===== config.mk =====
export PLATFORM = sky130hd
export DESIGN_NAME = scc_regs
export DESIGN_NICKNAME = d
export VERILOG_FILES = /design/src/rtl/core/scc_pkg.sv /design/src/rtl/core/scc_regs.sv
export SDC_FILE = /design/constraint.sdc
export NUM_CORES = 1
export LEC_CHECK = 0
export BUFFER_PORTS_ARGS = -buffer_cell sky130_fd_sc_hd__buf_2
export CAP_MARGIN = 20
export CORE_MARGIN = 8
export CORE_UTILIZATION = 30
export CTS_CLUSTER_SIZE = 25
export DETAILED_ROUTE_END_ITERATION = 8
export SLEW_MARGIN = 40
export SYNTH_ARGS = -nofsm -noshare
export SYNTH_HDL_FRONTEND = slang
export SYNTH_SLANG_ARGS = --single-unit

===== constraint.sdc =====
create_clock -name clk_i -period 1.3 [get_ports clk_i]
set_input_delay 0 -clock clk_i [delete_from_list [all_inputs] [get_ports clk_i]]
set_output_delay 0 -clock clk_i [all_outputs]
set_load 0.01 [all_outputs]

===== src/rtl/core/scc_pkg.sv =====
// Shared constants, types and state encoding of the smoothness cost accumulator.
`timescale 1ns / 1ps

package scc_pkg;

  localparam int unsigned TapsDef        = 7;
  localparam int unsigned MaxRowLenDef   = 1024;
  localparam int unsigned SampleWidthDef = 32;

  localparam int unsigned POS_W  = 32;
  localparam int unsigned TAP_W  = 8;
  localparam int unsigned COEF_W = 56;
  localparam int unsigned GAIN_W = 32;
  localparam int unsigned LEN_W  = 11;
  localparam int unsigned SQ_W   = 63;
  localparam int unsigned COST_W = 64;
  localparam int unsigned APB_DW = 64;
  localparam int unsigned APB_AW = 6;
  localparam int unsigned REG_W  = 3;

  localparam logic [COEF_W-1:0] CoefRst   = '0;
  localparam logic [GAIN_W-1:0] GainRst   = GAIN_W'(65536);
  localparam logic [LEN_W-1:0]  RowLenRst = LEN_W'(64);
  localparam logic [LEN_W-1:0]  SkipLRst  = LEN_W'(10);
  localparam logic [LEN_W-1:0]  SkipRRst  = LEN_W'(10);

  typedef enum logic [REG_W-1:0] {
    REG_COEF,
    REG_GAIN,
    REG_ROW_LEN,
    REG_SKIP_L,
    REG_SKIP_R
  } scc_reg_e;

  typedef enum logic [2:0] {
    S_IDLE,
    S_PROD,
    S_SUM,
    S_MAG,
    S_MUL,
    S_RND,
    S_SQR,
    S_FIN
  } scc_state_e;

  typedef struct packed {
    logic [COEF_W-1:0] coef;
    logic [GAIN_W-1:0] gain;
    logic [LEN_W-1:0]  row_len;
    logic [LEN_W-1:0]  skip_l;
    logic [LEN_W-1:0]  skip_r;
  } scc_cfg_t;

  typedef struct packed {
    logic load;
    logic capture;
    logic clear;
  } scc_cell_ctl_t;

  typedef struct packed {
    logic mag_en;
    logic mul_en;
    logic rnd_en;
    logic sq_en;
  } scc_scale_ctl_t;

endpackage


===== src/rtl/core/scc_regs.sv =====
// APB configuration register file of the smoothness cost accumulator.
`timescale 1ns / 1ps

module scc_regs (
  input  logic                      clk_i,
  input  logic                      rst_ni,
  input  logic                      psel,
  input  logic                      penable,
  input  logic                      pwrite,
  input  logic [scc_pkg::APB_AW-1:0] paddr,
  input  logic [scc_pkg::APB_DW-1:0] pwdata,
  output logic [scc_pkg::APB_DW-1:0] prdata,
  output logic                      pready,
  output scc_pkg::scc_cfg_t         cfg_o
);
  import scc_pkg::*;

  scc_cfg_t cfg_q;
  scc_reg_e sel;
  logic     wr_en;

  assign sel    = scc_reg_e'(paddr[APB_AW-1:APB_AW-REG_W]);
  assign wr_en  = psel && penable && pwrite;
  assign pready = 1'b1;
  assign cfg_o  = cfg_q;

  always_ff @(posedge clk_i or negedge rst_ni) begin
    if (!rst_ni) begin
      cfg_q.coef    <= CoefRst;
      cfg_q.gain    <= GainRst;
      cfg_q.row_len <= RowLenRst;
      cfg_q.skip_l  <= SkipLRst;
      cfg_q.skip_r  <= SkipRRst;
    end else if (wr_en) begin
      unique case (sel)
        REG_COEF:    cfg_q.coef    <= pwdata[COEF_W-1:0];
        REG_GAIN:    cfg_q.gain    <= pwdata[GAIN_W-1:0];
        REG_ROW_LEN: cfg_q.row_len <= pwdata[LEN_W-1:0];
        REG_SKIP_L:  cfg_q.skip_l  <= pwdata[LEN_W-1:0];
        REG_SKIP_R:  cfg_q.skip_r  <= pwdata[LEN_W-1:0];
        default: begin
        end
      endcase
    end
  end

  always_comb begin
    unique case (sel)
      REG_COEF:    prdata = APB_DW'(cfg_q.coef);
      REG_GAIN:    prdata = APB_DW'(cfg_q.gain);
      REG_ROW_LEN: prdata = APB_DW'(cfg_q.row_len);
      REG_SKIP_L:  prdata = APB_DW'(cfg_q.skip_l);
      REG_SKIP_R:  prdata = APB_DW'(cfg_q.skip_r);
      default:     prdata = '0;
    endcase
  end

endmodule


# Yosys cells after proc, flatten, opt, wreduce, memory -nomap -nowiden
# Index checks and enable logic that the tools add are counted.
# op_classes
eq_ne,4
muxes,1
n_reduce_logical,8
# ops
cell,n
$pmux 56 s5,1
$reduce_and 2->1,5
$eq 3x2->1 const B,2
$eq 3x1->1 const B,1
$eq 3x3->1 const B,1
$logic_not 3->1,1
$logic_and 1x1->1,2
# word_totals
reg_bits,121
elab_cells,18

# Logic depth before layout (Yosys ltp)
# logic_depth
ltp_word,3
depth_mapped,6

# Least setup slack after synthesis
# OpenSTA, ideal clock, no wires.
# synth_timing
path_type,input port to flip-flop
start,in paddr[4] (netlist name)
end,reg cfg_q (netlist bit cfg_o[100])
setup_ns,0.125
arrival_time_ns,1.157
setup_slack_ns,0.018
path_stages,5
path_buffers,3
cell_sequence,clkbuf_1 > or3_4 > buf_6 > buf_12 > mux2_4
# synth_between
elab_chain_len,2
# synth_lines
item,line,source
"start, declared",scc_regs.sv:10,"input logic [scc_pkg::APB_AW-1:0] paddr,"
$logic_not 3->1,scc_regs.sv:35,unique case (sel)
$reduce_and 2->1 (no line),--,
"end, declared",scc_regs.sv:18,scc_cfg_t cfg_q;
# Every way passes these cells.
# A chain may end at the register's enable or synchronous reset.

# Worst setup path after layout
# layout_timing
start,reg cfg_q (netlist bit cfg_o[22])
end,out prdata[0] (netlist name)
# layout_between
elab_chain_len,1
# layout_lines
item,line,source
$pmux 56 s5,scc_regs.sv:48,unique case (sel)
"end, declared",scc_regs.sv:12,"output logic [scc_pkg::APB_DW-1:0] prdata,"
# Every way passes these cells.

==> key figures <==
Status
  • Status: complete, but fails checks
  • Failing checks: setup timing

Job
  • MaxCap Viol Count: 0

Synth
  • Mapped Area: 5610 µm²
  • Netlist cell types: 27
  • Yosys warns: 0
  • Number of synthesized flops with an enable pin: 0
  • FF+latch count, synth: 121
  • Post-synth ARST share: 100%
  • Average size of a mapped cell: 14.6 µm²
  • Synth Flop Type: dfrtp_1
  • Sequential fraction of the synthesis area: 54.1%
  • Cells after synthesis: 385

Place
  • RD Place Congestion: 0.797
  • Port Buf Inserts: 240
  • DP Area: 7210 µm²
  • Placed cell count: 853
  • Estimated wirelength of the detail-placed design: 12600 µm

Finish
  • Nets: 787
  • # fillers: 1672
  • # diodes: 0
  • Max reg flops: 121
  • Layout area overhead: 51.6%
  • Final Cell Area: 8510 µm²
  • Post-route insts no fill: 959
  • Area occupied by multi-input gates: 2420 µm²
  • Reg area: 3040 µm²
  • Share of layout cells above drive strength 1: 62.8%

Setup path
  • Crit. End Element: output port
  • Critical Path Fanout Max: 2
  • Top delay family on crit path: flip-flops
  • CP peak stage delay: 0.38 ns
  • Worst path cell trace: mux2_4 > a32oi_2 > o21ai_1 > buf_2
  • CP Buf/Inv Count: 1
  • CP Data Arrival Time: 1.48 ns
  • Slowest cell on crit path: dfrtp_1
  • CP Data Required Time: 1.30 ns
  • Kind of critical path: reg -> out
  • Crit start category: flop

GRT
  • Gr ovfl total: 0
  • Initial antenna violation count: 0
  • Global-route usage over all layers: 15.5%
  • Vias in the first global route: 5123
  • First-pass GRT wire length: 29000 µm
  • Largest net degree at the start of global routing: 58

Clocking
  • CTS tree: done
  • Num CTS Buffers: 17
  • Clock root cell: clkbuf_16
  • Clock latency on the worst-skew pair: 0.41 ns
  • Clk slew on worst S/H paths: 0.06 ns
  • CTS H-tree lvls: 4
  • Clock Path Buffers: 2
  • CTS sink cnt: 121

Floorplan
  • Die Y: 153 µm
  • I/O pin count: 261
  • Starting Density: 30.3%
  • Die area: 23300 µm²
  • Core ar.: 18500 µm²
  • Row cnt: 50
  • Chip width: 153 µm

STA
  • RSZ-0062 raised after global routing: yes
  • Worst Max-Slew Pin Slew: 0.595 ns
  • Setup TNS: -1.73 ns
  • Final Cycle Share: 114%
  • Relative slew margins: 60.2%
  • Final hold violations: 0
  • Worst setup margin: -0.184 ns
  • Final setup vio count: 11
  • Minimum clock period: 1.48 ns
  • Fin Clk Skew: 0 ns
  • Max Freq: 674 MHz
  • Fin. max-slew vios: 0

Routing
  • DR vias/cell: 4.72
  • DR vias: 4529
  • Antenna Nets Post-Route: 0
  • Drt first pass iters: 4
  • WL/cell: 18.7 µm
  • Iteration-0 DRC Markers: 99
  • Routed wire length: 17900 µm
  • # DRC: 0

Power and ir drop
  • Leakage: 4.49 nW
  • Total power draw: 0.0128 W
  • Max VDD drop: 0.000867 V
  • Pwr/cell area: 1510 nW/µm²

Hold path
  • Type of the worst min-delay path: in -> async
## logic make-up (layout without fill, tap and decap cells)
| kind of cell | Yosys count | after routing | synth area share [%] |
|---|---|---|---|
| mux | 132 | 132 | 29.2 |
| compound gates | 54 | 54 | 7.45 |
| simple gates | 39 | 39 | 4.61 |
| flops | 121 | 121 | 54.1 |
| buf+inv | 37 | 370 | 4.57 |
| other cells | 2 | 9 | 0.134 |
## cell usage after synthesis (all sizes together) (2+ instances only)
cell type | count | area share (%)
nor3 | 2 | 0.27
clkbuf | 13 | 0.87
a22oi | 11 | 1.5
and2 | 24 | 2.7
dfrtp | 115 | 51
mux2 | 132 | 29
a22o | 21 | 3.3
conb | 2 | 0.13
dfstp | 6 | 2.8
nor2 | 4 | 0.27
a32oi | 11 | 1.7
buf | 23 | 3.6
o21ai | 11 | 0.98
nor2b | 2 | 0.22
## area by class of cell
type / count / share of cell area [%]
tap: 234 / 3.44
timing repair buffer: 337 / 25.9
inverter: 1 / 0.0441
clock buffer: 23 / 5.38
sequential: 121 / 35.7
multi-input combinational: 234 / 28.4
clock inverter: 9 / 1.18
## through the flow
stage,util [%],setup WS (ns),hold slack [ns]
after CTS,45.7,-0.217,0.106
after detailed placement,38.9,-0.0442,-0.118
after floorplan,-,0.0180,-0.296
final,46.0,-0.184,0.123
after global placement,38.9,-0.0142,-0.121
after global routing,46.0,-0.250,0.124
## power by group
group	internal [W]	switching [W]	total (W)
Sequential	0.00454	0.000584	0.00512
Clock	0.00285	0.00163	0.00448
Combinational	0.00177	0.00146	0.00323
Total	0.00916	0.00367	0.0128
## routing by layer
layer	track usage, %	part of all wire [%]
met5	0	0
met4	5.47	1.6
met3	6.78	10
met2	26.4	49
met1	16.9	39
## what timing repair did
item                                   in CTS  in global routing
hold buffers                               58                  0
endpoints found under the hold margin     237                  0
pin swaps                                   7                  4
setup endpoints to repair                  11                 11
setup buffers                              13                  3
resized for setup                          15                  4
## layout by cell type, fill, tap and decap left out, types with 2 or more instances in the layout
| cell | n |
|---|---|
| a22o_1 | 21 |
| clkbuf_1 | 5 |
| mux2_4 | 45 |
| a32oi_2 | 3 |
| conb_1 | 9 |
| clkinvlp_4 | 2 |
| a22oi_1 | 11 |
| buf_4 | 30 |
| nor2_1 | 2 |
| clkinv_2 | 5 |
| dlygate4sd3_1 | 58 |
| a32oi_1 | 8 |
| o21ai_1 | 11 |
| dfrtp_1 | 115 |
| buf_12 | 10 |
| dfstp_2 | 6 |
| clkbuf_16 | 17 |
| bufinv_16 | 2 |
| and2_1 | 24 |
| buf_2 | 239 |
| mux2_2 | 87 |
## path summary, 6_finish.rpt
check | cells past startpoint | slack (ns) | from | endpoint
max in group asynchronous | 3 | 0.19 | rst_ni | cfg_o[30]
min | 2 | 0.12 | rst_ni | cfg_o[1]
min reg2reg | 1 | 0.53 | cfg_o[57] | cfg_o[57]
min in group clk_i | 4 | 0.25 | paddr[3] | cfg_o[32]
max reg2reg | 3 | 0.26 | cfg_o[22] | cfg_o[22]
max | 4 | -0.18 | cfg_o[22] | prdata[0]
Note: power is estimated with default switching activity, not from simulation.
