--- config.mk ---
export PLATFORM = sky130hd
export DESIGN_NAME = scc_cell
export DESIGN_NICKNAME = d
export VERILOG_FILES = /design/src/rtl/core/scc_pkg.sv /design/src/rtl/core/scc_cell.sv
export SDC_FILE = /design/constraint.sdc
export NUM_CORES = 1
export LEC_CHECK = 0
export BUFFER_PORTS_ARGS = -buffer_cell sky130_fd_sc_hd__buf_2
export CORE_MARGIN = 3
export CORE_UTILIZATION = 56
export CTS_BUF_LIST = sky130_fd_sc_hd__clkbuf_4 sky130_fd_sc_hd__clkbuf_8
export DETAILED_ROUTE_END_ITERATION = 10
export GPL_TIMING_DRIVEN = 0
export PLACE_DENSITY = 0.77
export SYNTH_ARGS = -nofsm -noshare
export SYNTH_HDL_FRONTEND = slang
export SYNTH_SLANG_ARGS = --single-unit
--- constraint.sdc ---
create_clock -name clk_i -period 6.3 [get_ports clk_i]
set_input_delay 1.26 -clock clk_i [delete_from_list [all_inputs] [get_ports clk_i]]
set_output_delay 1.26 -clock clk_i [all_outputs]
set_load 0.05 [all_outputs]
--- src/rtl/core/scc_pkg.sv ---
// Shared constants, types and state encoding of the smoothness cost accumulator.
`timescale 1ns / 1ps

package scc_pkg;

  localparam int unsigned TapsDef        = 7;
  localparam int unsigned MaxRowLenDef   = 1024;
  localparam int unsigned SampleWidthDef = 32;

  localparam int unsigned POS_W  = 32;
  localparam int unsigned TAP_W  = 8;
  localparam int unsigned COEF_W = 56;
  localparam int unsigned GAIN_W = 32;
  localparam int unsigned LEN_W  = 11;
  localparam int unsigned SQ_W   = 63;
  localparam int unsigned COST_W = 64;
  localparam int unsigned APB_DW = 64;
  localparam int unsigned APB_AW = 6;
  localparam int unsigned REG_W  = 3;

  localparam logic [COEF_W-1:0] CoefRst   = '0;
  localparam logic [GAIN_W-1:0] GainRst   = GAIN_W'(65536);
  localparam logic [LEN_W-1:0]  RowLenRst = LEN_W'(64);
  localparam logic [LEN_W-1:0]  SkipLRst  = LEN_W'(10);
  localparam logic [LEN_W-1:0]  SkipRRst  = LEN_W'(10);

  typedef enum logic [REG_W-1:0] {
    REG_COEF,
    REG_GAIN,
    REG_ROW_LEN,
    REG_SKIP_L,
    REG_SKIP_R
  } scc_reg_e;

  typedef enum logic [2:0] {
    S_IDLE,
    S_PROD,
    S_SUM,
    S_MAG,
    S_MUL,
    S_RND,
    S_SQR,
    S_FIN
  } scc_state_e;

  typedef struct packed {
    logic [COEF_W-1:0] coef;
    logic [GAIN_W-1:0] gain;
    logic [LEN_W-1:0]  row_len;
    logic [LEN_W-1:0]  skip_l;
    logic [LEN_W-1:0]  skip_r;
  } scc_cfg_t;

  typedef struct packed {
    logic load;
    logic capture;
    logic clear;
  } scc_cell_ctl_t;

  typedef struct packed {
    logic mag_en;
    logic mul_en;
    logic rnd_en;
    logic sq_en;
  } scc_scale_ctl_t;

endpackage

--- src/rtl/core/scc_cell.sv ---
// One tap cell: holds a window sample, forms its product and passes a partial sum on.
`timescale 1ns / 1ps

module scc_cell #(
  parameter int unsigned SAMPLE_WIDTH = scc_pkg::SampleWidthDef,
  parameter int unsigned SUM_W        = SAMPLE_WIDTH + scc_pkg::TAP_W + 3
) (
  input  logic                           clk_i,
  input  logic                           rst_ni,
  input  scc_pkg::scc_cell_ctl_t         ctl_i,
  input  logic signed [SAMPLE_WIDTH-1:0] sample_i,
  input  logic signed [scc_pkg::TAP_W-1:0] tap_i,
  input  logic signed [SUM_W-1:0]        sum_i,
  output logic signed [SAMPLE_WIDTH-1:0] sample_o,
  output logic signed [SUM_W-1:0]        sum_o
);
  import scc_pkg::*;

  localparam int unsigned ProdW = SAMPLE_WIDTH + TAP_W;

  logic signed [SAMPLE_WIDTH-1:0] sample_q;
  logic signed [ProdW-1:0]        prod_q;
  logic signed [SUM_W-1:0]        sum_q;

  always_ff @(posedge clk_i or negedge rst_ni) begin
    if (!rst_ni) begin
      sample_q <= '0;
    end else if (ctl_i.clear) begin
      sample_q <= '0;
    end else if (ctl_i.load) begin
      sample_q <= sample_i;
    end
  end

  always_ff @(posedge clk_i) begin
    if (ctl_i.capture) begin
      prod_q <= ProdW'(sample_q) * ProdW'(tap_i);
    end
    sum_q <= sum_i + SUM_W'(prod_q);
  end

  assign sample_o = sample_q;
  assign sum_o    = sum_q;

endmodule

# [Word-level counts from Yosys, hierarchy flattened]
# Index checks and enable logic that the tools add are counted.
# W data, S select, Z words.
[classes] add_sub_neg=1 n_mul=1 n_mux=2 reduce_logical=1
[ops] operator="$mux W32" count=2
[ops] operator="$add A43 B40 Y43" count=1
[ops] operator="$mul A32 B8 Y40" count=1
[ops] operator="$reduce_bool A2 Y1" count=1
[totals] reg_bits=115 out_inout_bits=75

# [Depth between registers and ports, before layout]
[logic_depth] depth_word=2 mapped_depth=22 depth_no_buf=20

# [Worst setup path after synthesis]
# No wires, ideal clock.
[synth_timing] path_type="input port to flip-flop" startpoint="input port tap_i[5] in the netlist's numbering" endpoint="register prod_q[39], data pin" t_arrival_ns=6.034 required_time_ns=6.042 setup_slack_ns=0.008 cell_stages=20 path_cell_list="clkbuf_1 -> nand2_1 -> fa_1 -> fa_1 -> inv_1 -> fa_1 -> inv_1 -> fa_1 -> inv_1 -> ha_1 -> o21ai_0 -> nor2_1 -> o31a_1 -> a221o_1 -> a211oi_2 -> a211oi_1 -> o21ai_2 -> a21oi_1 -> o41a_1 -> xnor2_1"
[synth_via] elab_chain_cells=1
[synth_rtl] element="start: declaration" line="scc_cell.sv:12" source="input logic signed [scc_pkg::TAP_W-1:0] tap_i,"
[synth_rtl] element="$mul A32 B8 Y40" line="scc_cell.sv:37" source="prod_q <= ProdW'(sample_q) * ProdW'(tap_i);"
[synth_rtl] element="end signal: assignment" line="scc_cell.sv:37"
[synth_rtl] element="end: declaration" line="scc_cell.sv:22" source="logic signed [ProdW-1:0] prod_q;"
# No other way between the ends.
# A chain may end at the register's enable or synchronous reset.

# [Final worst setup path]
[layout_timing] startpoint="input port tap_i[4] in the netlist's numbering" endpoint="register prod_q[39], data pin"
# The elaborated chain is that of the path after synthesis.

==> flow_metrics.py <==
metrics = {
    "status": {
        "status": "completed",
    },
    "finish": {
        "most-common-layout-cells": "inv_1 (284), and2_1 (208), fa_1 (199), buf_2 (164), ha_1 (116)",
        "diodes": 0,
        "fill_cells": 1995,
        "fin_cells": 2039,
        "utilization_pct": 65.61,
        "final_common_cell": "inv_1",
        "drive_gt1_share_pct": 14.87,
        "nets": 2109,
        "syn_to_final_growth_pct": 13.34,
    },
    "setup_path": {
        "path_class": "in -> reg",
        "worst-path-max-fanout": 10,
        "timing.rr.end": "prod_q[39]",
        "cp-startpoint": "tap_i[4]",
        "max_stage_delay_ns": 0.55,
        "crit_chain": "buf_2 > clkbuf_4 > and2_1 > fa_1 > ha_1 > inv_1 > fa_1 > fa_1 > inv_1 > ha_1 > o21ai_0 > nor2_1 > o31a_1 > a221o_1 > a211oi_4 > a211oi_2 > o21ai_2 > a21oi_1 > o41a_1 > xnor2_1",
        "cp_slowest_cell": "fa_1",
        "start_kind": "input pin",
        "rrSetupSlack_ns": 0.48,
        "path_buf_inv": 4,
        "endpoint": "prod_q[39]",
        "end_kind": "flop",
        "r2r_cells": 19,
        "crit_top_cell": "fa_1",
        "required_ns": 6.48,
        "cpLargestDelayFamily": "adder cells",
        "reg2reg_from": "sample_o[0]",
        "critPathArrivalTime_ns": 6.41,
        "critical_path_depth": 20,
    },
    "timing": {
        "tightest_slew_ns": 0.8186,
        "fmax_mhz": 160.6,
        "setup_viol_count_final": 0,
        "final_hold_viol_count": 0,
        "fin_skew_ns": 0.01728,
        "slew_violations": 0,
        "min_period_over_period_pct": 98.87,
        "hold_ws_ns": 0.4671,
        "fin_crit_ns": 6.229,
        "relSlewSlack_pct": 45.43,
    },
    "floorplanning": {
        "die_w_um": 165.7,
        "initial_utilization_pct": 57.88,
        "ios": 163,
        "core.rowCount": 57,
        "design.core.area_mm2": 0.02468,
        "die-area_mm2": 0.02746,
        "dieHeight_um": 165.7,
    },
    "worst_hold_path": {
        "hp-class": "reg -> reg",
    },
    "synth": {
        "yosysUniqueCellTypes": 54,
        "synth_area_mm2": 0.01428,
        "synth_seq_area_share_pct": 20.04,
        "synth_edf_count": 40,
        "syn_nets": 1918,
        "async_flop_share_pct": 27.83,
        "synthCells": 1511,
        "ys.flop_type": "dfxtp_1",
        "yosysWarnings": 0,
        "avgSynthCellArea_um2": 9.453,
        "synth_seq_cells": 115,
    },
    "drt": {
        "drt_iter0_markers": 818,
        "drt-pass1-iter-count": 5,
        "vias_per_cell": 5.258,
        "vias": 10720,
        "wl_per_cell_um": 16.35,
        "drc": 0,
        "wl_um": 33330,
        "antenna_left": 0,
    },
    "power_and_ir_drop": {
        "vdd_drop_max_v": 0.0002674,
        "powerDensity_mw_per_mm2": 346.2,
        "p_leak_nw": 8.292,
        "finalPower_mw": 5.605,
    },
    "global_routing": {
        "grt_usage_pct": 24.51,
        "grt-ovfl-total": 0,
        "antenna_found_initial": 1,
        "grt_pass1_vias": 10730,
        "grt_max_degree": 41,
        "grt_pass1_wl_um": 54610,
    },
    "clocking": {
        "cts_tree": "yes",
        "insertion_delay_ns": 0.45,
        "cts-root-buf": "clkbuf_8",
        "clkSlewWorstSetupHoldPaths_ns": 0.08,
        "htreeDepth": 4,
        "ctsLongestPathBuffers": 2,
        "ctsHoldBuffers": 0,
        "cts_sinks": 115,
        "cts_buffers": 17,
    },
    "placed_design": {
        "post-place-cells": 1996,
        "dp_hpwl_um": 26520,
        "globalplace.congestion": 0.9354,
        "port_buffers": 161,
    },
    "job": {
        "drv_cap": 0,
    },
}
## cells in the mapped netlist, drive strengths merged (2+ instances only)
cell     count  area [um2]
o21bai      10       75.07
o2111ai      2       17.52
nor2        91       341.6
o31ai        4       30.03
buf          3       11.26
a31oi       10       62.56
a21o        50       375.4
o41a         2       22.52
ha         119        1489
edfxtp      40        1201
dfrtp       32       800.8
dfxtp       43       860.8
nor2b        7       51.30
nand3       14       70.07
o21ai       40       207.7
or2          2       12.51
clkbuf      40       150.1
o21a         8       60.06
mux2i       32       320.3
xor2        29       254.0
a41oi        3       33.79
nand4       10       62.56
a211oi       6       55.05
a21oi       70       350.3
inv        284        1066
xnor2       50       437.9
nor3         5       25.02
and2       208        1301
nand2       59       221.5
o31a         2       17.52
o211ai       2       15.01
and3         4       25.02
fa         200        4004
a31o         5       61.31
nand2b      12       75.07
## metal layers
metal,global-route usage (%),up-vias,routed length (um)
met3,5.577,43,2668
met1,35.81,5097,15480
met2,37.28,398,14400
met5,0,-,8
met4,6.474,2,774
li1,-,5181,-
## logic make-up after synthesis
| logic type | count (synthesis) | share of synthesized area [%] |
|---|---|---|
| compound gates | 223 | 10.30 |
| xor+xnor | 79 | 4.844 |
| fa+ha+maj | 319 | 38.45 |
| buf+inv | 327 | 8.593 |
| flops | 115 | 20.04 |
| mux | 32 | 2.242 |
| simple gates | 416 | 15.52 |
## registers in the layout (all words and copies together) (netlist names)
name and cells:
sample_o 32, sum_o 43, prod_q 40
## cell type report
| class | instances | area, um2 | area share [%] |
|---|---|---|---|
| inverters | 284 | 1066 | 6.585 |
| plain buffers | 43 | 241.5 | 1.492 |
| clock inverters | 13 | 172.7 | 1.067 |
| clock buffers | 19 | 255.2 | 1.577 |
| flip-flops and latches | 115 | 2863 | 17.68 |
| well taps | 324 | 405.4 | 2.504 |
| repair buffers | 172 | 890.9 | 5.503 |
| multi-input cells | 1069 | 10290 | 63.59 |
## where the power goes
group	leakage [nW]	switching, mW	internal (mW)	total (mW)
combinational	6.90	2.22	1.36	3.58
clock	0.212	0.374	0.414	0.787
sequential	1.18	0.106	1.13	1.23
## through the flow
| stage | setup slack, ns | TNS [ns] | instance area [um2] |
|---|---|---|---|
| 4_1_cts | 0.01091 | 0 | 16000 |
| 6_report | 0.07142 | 0 | 16190 |
| 2_1_floorplan | 0.008317 | 0 | 14280 |
| 3_3_place_gp | -0.9354 | -9.982 | 15490 |
| 5_1_grt | -0.1169 | -0.2134 | 16190 |
| 3_5_place_dp | -1.028 | -11.57 | 15490 |
## worst register-to-register path, stage by stage, from the launching register on
cell and delay, ns:
dfrtp_1 0.55, nand2b_1 0.25, fa_1 0.52, fa_1 0.55
inv_1 0.06, fa_1 0.53, inv_1 0.06, fa_1 0.54
inv_1 0.07, ha_4 0.25, o21ai_0 0.12, nor2_1 0.11
o31a_1 0.29, a221o_1 0.42, a211oi_4 0.34, a211oi_2 0.13
o21ai_2 0.18, a21oi_1 0.12, o41a_1 0.33, xnor2_1 0.14
## what timing repair did
item | 4_1_cts | 5_1_grt
buffers inserted | 2 | 9
resized for setup | 24 | 65
pin swaps | 2 | 10
setup endpoints to repair | 11 | 9
## worst min path at each step
| stage | from | endpoint | depth (start not counted) |
|---|---|---|---|
| finish | prod_q[0] | sum_o[0] | 1 |
| floorplan | prod_q[0] | sum_o[0] | 1 |
| detailed placement | prod_q[0] | sum_o[0] | 1 |
| global route | prod_q[0] | sum_o[0] | 1 |
| global placement | prod_q[0] | sum_o[0] | 1 |
| CTS | prod_q[0] | sum_o[0] | 1 |
(Power assumes the default switching activity.)
